<file path="src/cycle_deadline_event_scheduler_macros.svh">
// Assertion macros shared by the scheduler RTL.
`ifndef CYCLE_DEADLINE_EVENT_SCHEDULER_MACROS_SVH
`define CYCLE_DEADLINE_EVENT_SCHEDULER_MACROS_SVH

// Same-cycle implication, checked outside reset.
`define CDES_ASSERT_NOW(label, clk, rst_n, ante, cons, msg) \
    label: assert property (@(posedge clk) disable iff (!rst_n) (ante) |-> (cons)) \
        else $error(msg);

// Next-cycle implication, checked outside reset.
`define CDES_ASSERT_NEXT(label, clk, rst_n, ante, cons, msg) \
    label: assert property (@(posedge clk) disable iff (!rst_n) (ante) |=> (cons)) \
        else $error(msg);

`endif

</file>
<file path="src/cdes_pkg.sv">
// Package with the shared types and constants of the deadline event scheduler.
`default_nettype none
package cdes_pkg;

    localparam int unsigned DEFAULT_NUM_EVENTS = 13;
    localparam int unsigned CYCLE_W            = 32;
    localparam logic [CYCLE_W-1:0] NONE_DUE    = '1;

    typedef enum logic [1:0] {
        OP_SCHEDULE = 2'd0,
        OP_DISPATCH = 2'd1,
        OP_QUERY    = 2'd2
    } t_opcode;

    typedef enum logic [1:0] {
        KIND_ACK   = 2'd0,
        KIND_FIRED = 2'd1,
        KIND_DONE  = 2'd2,
        KIND_QUERY = 2'd3
    } t_kind;

    typedef struct packed {
        t_kind              kind;
        logic [3:0]         fired_event;
        logic [CYCLE_W-1:0] next_due;
        logic [CYCLE_W-1:0] cycles_until;
        logic               last;
    } t_result;

endpackage
`default_nettype wire

</file>
<file path="src/cdes_tgt_ram.sv">
// Target cycle memory: one write port, one read port with registered read data.
`default_nettype none
module cdes_tgt_ram
    import cdes_pkg::*;
#(
    parameter int unsigned DEPTH = DEFAULT_NUM_EVENTS,
    parameter int unsigned AW    = 4
) (
    input  wire logic               i_clk,
    input  wire logic               i_we,
    input  wire logic [AW-1:0]      i_waddr,
    input  wire logic [CYCLE_W-1:0] i_wdata,
    input  wire logic [AW-1:0]      i_raddr,
    output logic      [CYCLE_W-1:0] o_rdata
);

    logic [CYCLE_W-1:0] r_mem [DEPTH];

    always_ff @(posedge i_clk) begin
        if (i_we) begin
            r_mem[i_waddr] <= i_wdata;
        end
    end

    always_ff @(posedge i_clk) begin
        o_rdata <= r_mem[i_raddr];
    end

endmodule
`default_nettype wire

</file>
<file path="src/cdes_out_reg.sv">
// Output register that holds one result item until the receiver takes it.
`default_nettype none
module cdes_out_reg
    import cdes_pkg::*;
(
    input  wire logic    i_clk,
    input  wire logic    i_rst_n,
    input  wire logic    i_push,
    input  wire t_result i_res,
    input  wire logic    i_stall,
    output logic         o_free,
    output logic         o_valid,
    output t_result      o_res
);

    logic r_valid;

    assign o_free  = !r_valid || !i_stall;
    assign o_valid = r_valid;

    always_ff @(posedge i_clk) begin
        if (i_push && o_free) begin
            o_res <= i_res;
        end
        if (!i_rst_n) begin
            r_valid <= 1'b0;
        end else if (o_free) begin
            r_valid <= i_push;
        end
    end

endmodule
`default_nettype wire

</file>
<file path="src/cycle_deadline_event_scheduler.sv">
// Top level of the deadline event scheduler: control sequencer, target memory, output stage.
//
//   Channel  Direction  Handshake            Payload
//   input    in         i_valid / o_stall    i_opcode i_event_index i_delay i_now
//   output   out        o_valid / i_stall    o_kind o_fired_event o_next_due
//                                            o_cycles_until o_last
//
// A schedule or query item has its result registered on acceptance, then loaded into
// the output register in the response state; the next item can be taken once that load is
// done. A dispatch item offers its last result after a scan pass and an emit pass,
// plus any output stall: the single read port of the target memory sets the scan at one slot
// per cycle, and the emit pass then visits one slot per cycle, holding on a fired slot while the output is stalled.
// The block works on one item at a time; the input is stalled until its last
// result has been loaded into the output register. Reset is synchronous and
// active low; it clears the pending mask and sets the soonest mark to all ones.
// The target memory is not cleared, since read data is used only for pending slots.
`default_nettype none
`include "cycle_deadline_event_scheduler_macros.svh"
module cycle_deadline_event_scheduler
    import cdes_pkg::*;
#(
    parameter int unsigned NUM_EVENTS = DEFAULT_NUM_EVENTS
) (
    input  wire logic               i_clk,
    input  wire logic               i_rst_n,
    input  wire logic               i_valid,
    output logic                    o_stall,
    input  wire logic [1:0]         i_opcode,
    input  wire logic [3:0]         i_event_index,
    input  wire logic [CYCLE_W-1:0] i_delay,
    input  wire logic [CYCLE_W-1:0] i_now,
    output logic                    o_valid,
    input  wire logic               i_stall,
    output logic [1:0]              o_kind,
    output logic [3:0]              o_fired_event,
    output logic [CYCLE_W-1:0]      o_next_due,
    output logic [CYCLE_W-1:0]      o_cycles_until,
    output logic                    o_last
);

    // Address width of the slot memory and width of the scan counters, which
    // must also be able to hold NUM_EVENTS itself as the end mark.
    localparam int unsigned AW = (NUM_EVENTS > 1) ? $clog2(NUM_EVENTS) : 1;
    localparam int unsigned CW = $clog2(NUM_EVENTS + 1);
    localparam logic [CW-1:0] CNT_END = CW'(NUM_EVENTS);

    typedef enum logic [2:0] {
        S_IDLE,
        S_RESP,
        S_SCAN,
        S_EMIT
    } t_state;

    t_state                  r_state, n_state;
    logic [NUM_EVENTS-1:0]   r_pending, n_pending;
    logic [NUM_EVENTS-1:0]   r_fired, n_fired;
    logic [CYCLE_W-1:0]      r_soonest, n_soonest;
    logic [CYCLE_W-1:0]      r_best, n_best;
    logic [CYCLE_W-1:0]      r_now, n_now;
    logic [CW-1:0]           r_cnt, n_cnt;
    logic [CW-1:0]           r_emit, n_emit;
    logic                    r_chk_vld, n_chk_vld;
    logic [AW-1:0]           r_chk_slot, n_chk_slot;
    t_result                 r_resp, n_resp;

    logic                    w_accept;
    logic                    w_we;
    logic [AW-1:0]           w_waddr;
    logic [CYCLE_W-1:0]      w_target;
    logic [CYCLE_W-1:0]      w_rdata;
    logic [31:0]             w_idx_ext;
    logic [31:0]             w_emit_ext;
    logic [CYCLE_W-1:0]      w_qdiff;
    logic [CYCLE_W-1:0]      w_sdiff;
    logic                    w_push;
    logic                    w_free;
    t_result                 w_res;
    t_result                 w_out;

    assign o_stall    = (r_state != S_IDLE);
    assign w_accept   = i_valid && (r_state == S_IDLE);
    assign w_idx_ext  = {28'd0, i_event_index};
    assign w_emit_ext = 32'(r_emit);
    assign w_waddr    = w_idx_ext[AW-1:0];
    assign w_target   = i_now + i_delay;
    assign w_qdiff    = i_now - r_soonest;
    // Wrap-safe due test during the scan: the slot is due when now minus its
    // target, read as a signed value, is not negative.
    assign w_sdiff    = r_now - w_rdata;

    always_comb begin
        n_state    = r_state;
        n_pending  = r_pending;
        n_fired    = r_fired;
        n_soonest  = r_soonest;
        n_best     = r_best;
        n_now      = r_now;
        n_cnt      = r_cnt;
        n_emit     = r_emit;
        n_chk_vld  = r_chk_vld;
        n_chk_slot = r_chk_slot;
        n_resp     = r_resp;
        w_we       = 1'b0;
        w_push     = 1'b0;
        w_res      = r_resp;

        unique case (r_state)
            S_IDLE: begin
                if (w_accept) begin
                    case (i_opcode)
                        OP_SCHEDULE: begin
                            // An out-of-range slot leaves all state alone but is
                            // still acknowledged.
                            if (w_idx_ext < 32'(NUM_EVENTS)) begin
                                w_we               = 1'b1;
                                n_pending[w_waddr] = 1'b1;
                                if (r_soonest > w_target || r_soonest <= i_now) begin
                                    n_soonest = w_target;
                                end
                            end
                            n_resp.kind         = KIND_ACK;
                            n_resp.fired_event  = 4'd0;
                            n_resp.next_due     = n_soonest;
                            n_resp.cycles_until = '0;
                            n_resp.last         = 1'b1;
                            n_state             = S_RESP;
                        end
                        OP_DISPATCH: begin
                            n_now     = i_now;
                            n_cnt     = '0;
                            n_chk_vld = 1'b0;
                            n_fired   = '0;
                            n_best    = NONE_DUE;
                            n_state   = S_SCAN;
                        end
                        OP_QUERY: begin
                            n_resp.kind        = KIND_QUERY;
                            n_resp.fired_event = 4'd0;
                            n_resp.next_due    = r_soonest;
                            n_resp.last        = 1'b1;
                            if (r_soonest == NONE_DUE) begin
                                n_resp.cycles_until = CYCLE_W'(1);
                            end else if (!w_qdiff[CYCLE_W-1]) begin
                                n_resp.cycles_until = '0;
                            end else begin
                                n_resp.cycles_until = r_soonest - i_now;
                            end
                            n_state = S_RESP;
                        end
                        default: begin
                            // The unused opcode is taken and dropped.
                            n_state = S_IDLE;
                        end
                    endcase
                end
            end

            S_RESP: begin
                w_push = 1'b1;
                w_res  = r_resp;
                if (w_free) begin
                    n_state = S_IDLE;
                end
            end

            S_SCAN: begin
                // Issue one read per cycle; the data for a slot comes back in
                // the next cycle and is judged there.
                if (r_cnt != CNT_END) begin
                    n_cnt      = r_cnt + CW'(1);
                    n_chk_vld  = 1'b1;
                    n_chk_slot = r_cnt[AW-1:0];
                end else begin
                    n_chk_vld = 1'b0;
                end
                if (r_chk_vld && r_pending[r_chk_slot]) begin
                    if (!w_sdiff[CYCLE_W-1]) begin
                        n_fired[r_chk_slot] = 1'b1;
                    end else if (w_rdata > r_now && w_rdata < r_best) begin
                        n_best = w_rdata;
                    end
                end
                if (r_cnt == CNT_END && !r_chk_vld) begin
                    n_soonest = r_best;
                    n_pending = r_pending & ~r_fired;
                    n_emit    = '0;
                    n_state   = S_EMIT;
                end
            end

            S_EMIT: begin
                w_res.fired_event  = 4'd0;
                w_res.next_due     = r_soonest;
                w_res.cycles_until = '0;
                if (r_emit == CNT_END) begin
                    w_res.kind = KIND_DONE;
                    w_res.last = 1'b1;
                    w_push     = 1'b1;
                    if (w_free) begin
                        n_state = S_IDLE;
                    end
                end else if (r_fired[r_emit[AW-1:0]]) begin
                    w_res.kind        = KIND_FIRED;
                    w_res.fired_event = w_emit_ext[3:0];
                    w_res.last        = 1'b0;
                    w_push            = 1'b1;
                    if (w_free) begin
                        n_emit = r_emit + CW'(1);
                    end
                end else begin
                    w_res.kind = KIND_FIRED;
                    w_res.last = 1'b0;
                    n_emit     = r_emit + CW'(1);
                end
            end

            default: begin
                n_state = S_IDLE;
            end
        endcase
    end

    always_ff @(posedge i_clk) begin
        r_fired    <= n_fired;
        r_best     <= n_best;
        r_now      <= n_now;
        r_cnt      <= n_cnt;
        r_emit     <= n_emit;
        r_chk_slot <= n_chk_slot;
        r_resp     <= n_resp;
        if (!i_rst_n) begin
            r_state   <= S_IDLE;
            r_pending <= '0;
            r_soonest <= NONE_DUE;
            r_chk_vld <= 1'b0;
        end else begin
            r_state   <= n_state;
            r_pending <= n_pending;
            r_soonest <= n_soonest;
            r_chk_vld <= n_chk_vld;
        end
    end

    // No write can meet a read of the same slot: writes happen only on
    // acceptance in idle, read data is used only during the scan, and the input is stalled
    // throughout the scan.
    cdes_tgt_ram #(
        .DEPTH (NUM_EVENTS),
        .AW    (AW)
    ) u_tgt_ram (
        .i_clk   (i_clk),
        .i_we    (w_we),
        .i_waddr (w_waddr),
        .i_wdata (w_target),
        .i_raddr (r_cnt[AW-1:0]),
        .o_rdata (w_rdata)
    );

    cdes_out_reg u_out_reg (
        .i_clk   (i_clk),
        .i_rst_n (i_rst_n),
        .i_push  (w_push),
        .i_res   (w_res),
        .i_stall (i_stall),
        .o_free  (w_free),
        .o_valid (o_valid),
        .o_res   (w_out)
    );

    assign o_kind         = w_out.kind;
    assign o_fired_event  = w_out.fired_event;
    assign o_next_due     = w_out.next_due;
    assign o_cycles_until = w_out.cycles_until;
    assign o_last         = w_out.last;

    `CDES_ASSERT_NOW(a_fired_not_last, i_clk, i_rst_n,
        w_push && w_res.kind == KIND_FIRED, !w_res.last, "fired result marked last")
    `CDES_ASSERT_NOW(a_no_push_in_scan, i_clk, i_rst_n,
        r_state == S_SCAN || r_state == S_IDLE, !w_push, "result pushed outside a response state")
    `CDES_ASSERT_NEXT(a_fired_cleared, i_clk, i_rst_n,
        r_state == S_SCAN && n_state == S_EMIT, (r_pending & r_fired) == '0,
        "fired slot still pending after the scan")
    `CDES_ASSERT_NOW(a_fired_was_set, i_clk, i_rst_n,
        r_state == S_EMIT && w_push && w_res.kind == KIND_FIRED,
        r_emit != CNT_END && r_fired[r_emit[AW-1:0]], "fired result for a slot that did not fire")

endmodule
`default_nettype wire
</file>
<file path="config.mk">
export PLATFORM = sky130hd
export DESIGN_NAME = cycle_deadline_event_scheduler
export DESIGN_NICKNAME = d
export VERILOG_FILES = /design/src/cdes_pkg.sv /design/src/cdes_tgt_ram.sv /design/src/cdes_out_reg.sv /design/src/cycle_deadline_event_scheduler.sv
export VERILOG_INCLUDE_DIRS = /design/src /design/src/src
export SDC_FILE = /design/constraint.sdc
export NUM_CORES = 1
export LEC_CHECK = 0
export BUFFER_PORTS_ARGS = -buffer_cell sky130_fd_sc_hd__buf_4
export CAP_MARGIN = 20
export CORE_ASPECT_RATIO = 1.75
export CORE_MARGIN = 2
export CORE_UTILIZATION = 45
export CTS_BUF_LIST = sky130_fd_sc_hd__clkbuf_8
export CTS_CLUSTER_DIAMETER = 30
export DETAILED_ROUTE_END_ITERATION = 8
export GPL_TIMING_DRIVEN = 0
export HOLD_SLACK_MARGIN = 0.12
export PLACE_DENSITY = 0.7
export REMOVE_ABC_BUFFERS = 1
export SETUP_SLACK_MARGIN = 0.2
export SYNTH_ARGS = -nofsm -noshare
export SYNTH_HDL_FRONTEND = slang
export SYNTH_SLANG_ARGS = --single-unit
</file>
<file path="constraint.sdc">
create_clock -name i_clk -period 13.3 [get_ports i_clk]
set_clock_uncertainty 0.1 [all_clocks]
set_input_delay 0.665 -clock i_clk [delete_from_list [all_inputs] [get_ports i_clk]]
set_output_delay 0.665 -clock i_clk [all_outputs]
set_load 0.01 [all_outputs]
</file>
==> results by group <==
Outcome
  – Status: finished, final reports clean

GRT
  – Total Routing Usage GR: 22.2%
  – M1 GR Usage: 24.2%
  – Gr ovfl total: 0
  – Met3 Use GR: between 3 and 4%
  – Grt met2 use: 40.8%
  – Largest net degree at the start of global routing: 103
  – First-pass GRT wire length: 127,000 µm
  – Vias in the first global route: 21,779
  – Initial antenna violation count: 4
  – Grt peak-use layer: met2

Timing
  – Setup Viol. Count Final: 0
  – Final hold vios: 0
  – Unrepaired setup endpoints after global routing: false
  – Least-Margin Pin Slew: 1.20 ns
  – Setup slack after layout: 5.76 ns
  – Fmax achieved: 0.133 GHz
  – Slew HR: 19.5%
  – Period utilisation layout: between 50% and 60%
  – Max-slew violations: 0
  – Minimum clock period: 7.54 ns
  – Setup TNS: 0 ns
  – Hold_ws: approximately 0.20 ns

Synth
  – Async set-reset flop share out of synthesis: 0%
  – Mapped Cells: 2,399
  – Register bit total from synthesis: slightly above 700
  – Post-synthesis sequential area ratio: 62.1%
  – Unique cell type count in the Yosys netlist: 78
  – Post-synth top cells: 641 x edfxtp_1, 202 x nand2_1, 192 x ha_1
  – Leading area contributor after synthesis: edfxtp_1
  – Mapped cell area: 33,600 µm²
  – Syn_area_per_cell: 14.0 µm²
  – Area share of the largest cell type after synthesis: 57.3%
  – Largest cells by area after synthesis: edfxtp_1 57%, mux4_2 9.1%, ha_1 7.2%
  – Top_reg_cell synth: edfxtp_1
  – Number of flops mapped to enable cells by yosys: 641
  – Count of yosys warnings during synthesis: 0
  – Top-count cell post-synth: edfxtp_1

Placement
  – Dpl cells: 3,441
  – Routability cong.: 0.901
  – DP Worst Slack: 5.41 ns
  – HPWL after detailed placement: approximately 62,000 µm
  – Placed Area: 36,800 µm²
  – Number of port buffers: 146

Worst setup path
  – Arrival @ worst endpoint: 8.12 ns
  – CP cell instances: dlygate4sd3_1, buf_4, ha_1, a211oi_2, o21ai_2, o311a_4, o311ai_4, a31oi_4, a21boi_4, mux2i_1, a2111oi_4, inv_2, ha_1, nand4_1, nor3_1, o311a_1, a211oi_1, o21bai_1, nor2_1, buf_6, nor2_1, a221o_1
  – CP Buf/Inv Count: 4
  – Worst path slowest cell: nor3_1
  – Class of the most critical setup path: input port to flop
  – Reg2reg start: r_state[0]
  – CP endpoint kind: flop
  – R2r setup slk: 8.29 ns
  – Delay-heaviest family, CP: compound AO/OA/AOI/OAI gates
  – Crit path max fanout: 14
  – Worst path required time: 13.89 ns
  – Crit-path max cell delay: 0.84 ns
  – Critical Path Source Type: input port
  – Worst reg2reg path depth: 10
  – Crit Reg-Reg Endpoint: u_tgt_ram.r_mem[0][23]

Power and ir drop
  – Int Pwr: 3.99 mW
  – Tot Pwr: 5.58 mW
  – Comb power frac: 18.7%
  – Clock power share: 32.3%
  – Power share of the sequential group: 49.0%
  – Switching pwr: 1.58 mW
  – LEAKAGE: 15.0 nW
  – Sw Share: 28.4%
  – VDD IR-drop max: 80.1 µV
  – Power Density: 142 nW/µm²

Clock tree
  – Worst-path clk slew: roughly 0.07 ns
  – Clock root cell: clkbuf_8
  – CTS max path bufs: 3
  – Clock Latency Late Sink: 0.76 ns
  – Sink Count: a little over 700
  – CTS Buf Count: 106
  – CTS tree: yes
  – Resized Gates After CTS: 0
  – Clock H-tree levels: 3

Routing
  – Antenna Nets Post-Route: 0
  – DRT Pass-1 Iters: 5
  – Vias: 20,972
  – Wirelength per Cell: 22.9 µm
  – DR DRC count: 0
  – Initial DRC Count: 1,591
  – Drt total wl: around 85,000 µm
  – Avg Vias per Cell: 5.68

Run
  – Max_cap viols: 0

Die
  – Core Region: 74,000 µm²
  – Site row count: 132
  – I/O pins: 147
  – Die width: 211 µm
  – Die Area: between 70,000 and 80,000 µm²
  – Die height: 365 µm
  – Starting Density: a little under half

Min path
  – Hold_sp: i_event_index[0]
  – Hold path cells: 4
  – Worst Hold Class: input port to flop
  – Hold endpoint: r_pending[0]

Finish
  – Fin nets: ~3,000
  – Final design utilization: a little over half
  – Non-filler cells, final: 3,693
  – Layout Area Growth over Synthesis: 17.3%
  – Final instance area: 39,400 µm²
  – Proportion of layout cells with a drive suffix above 1: 20.1%
## layout by cell type (no fill, tap or decap), drive strengths merged, types with 8 or more instances in the layout
cell and count:
a21oi 124, nor2 129, a21o 48, xor2 21, nand3 37, dfxtp 81, mux4 135, dlygate4sd3 34
o2111ai 24, clkinv 31, and2 40, ha 192, inv 224, o211ai 8, nor2b 30, nand2 202
nor3 30, o21ai 122, nand2b 20, mux2i 8, o21a 13, edfxtp 641, nand4 39, and3 9
clkinvlp 8, a31oi 15, xnor2 37, a2111oi 8, buf 218, a211oi 18, clkbuf 110
## power groups by stage
stage | sequential, mW | combinational [mW] | clock, mW
global route | 2.74 | 1.14 | 1.94
CTS | 2.73 | 1.03 | 1.85
floorplan | 2.79 | 0.617 | 0
finish | 2.73 | 1.04 | 1.80
detailed placement | 2.78 | 1.02 | 0
global placement | 2.82 | 0.911 | 0
## tightest hold or removal path, stage by stage
cell     delay, ns
buf_4         0.13
nor3_1        0.06
a21oi_1       0.11
nor2b_1       0.05
## metal layers
| metal | vias to the layer above | wire length [µm] |
|---|---|---|
| met3 | 218 | 4240 |
| met4 | 2 | 4510 |
| met5 | - | 12 |
| met1 | 10399 | 30700 |
| met2 | 730 | 45100 |
| li1 | 9623 | - |
## area by class of cell
type,instances,area [µm²]
diodes,2,5.00
clock buffers,110,1510
clock inverters,91,626
fillers,5961,34600
inverters,179,672
multi-input cells,1399,11800
flip-flops and latches,722,20900
well taps,938,1170
repair buffers,252,2710
## timing repair
| item | CTS | global route |
|---|---|---|
| hold buffers | 34 | 0 |
| hold endpoints to repair | 34 | 0 |
| buffers inserted | 0 | 0 |
## registers in the layout (all words and copies together), names as in the netlist, 2 cells and up
signal	flops
u_out_reg.o_res	71
r_emit	4
r_state	2
r_soonest	32
r_chk_slot	4
r_fired	13
u_tgt_ram.r_mem	416
r_best	32
r_cnt	4
r_resp	65
r_now	32
u_tgt_ram.o_rdata	32
r_pending	13
## worst max path at each step
stage / to / slack [ns] / cells after the start / startpoint
after global placement: u_tgt_ram.r_mem[4][30] / -0.58 / 8 / r_cnt[0]
after floorplan: u_tgt_ram.r_mem[8][0] / 4.96 / 8 / r_cnt[0]
after global routing: r_soonest[0] / 5.71 / 22 / i_now[1]
after detailed placement: r_soonest[24] / 5.41 / 23 / i_now[0]
final: r_soonest[0] / 5.76 / 22 / i_now[1]
after CTS: r_soonest[24] / 5.62 / 24 / i_now[0]
## logic make-up (layout without fill, tap and decap cells)
kind of cell    Yosys count  after routing  share of synthesized area, %
flops                   722            722                          62.1
mux                     150            150                          9.53
other cells               0              2                             0
compound gates          429            429                          8.43
buf+inv                 278            632                          3.15
xor+xnor                 58             58                          1.51
fa+ha+maj               194            194                          7.27
simple gates            568            568                          7.96
Power figures use the tool's default switching activity.
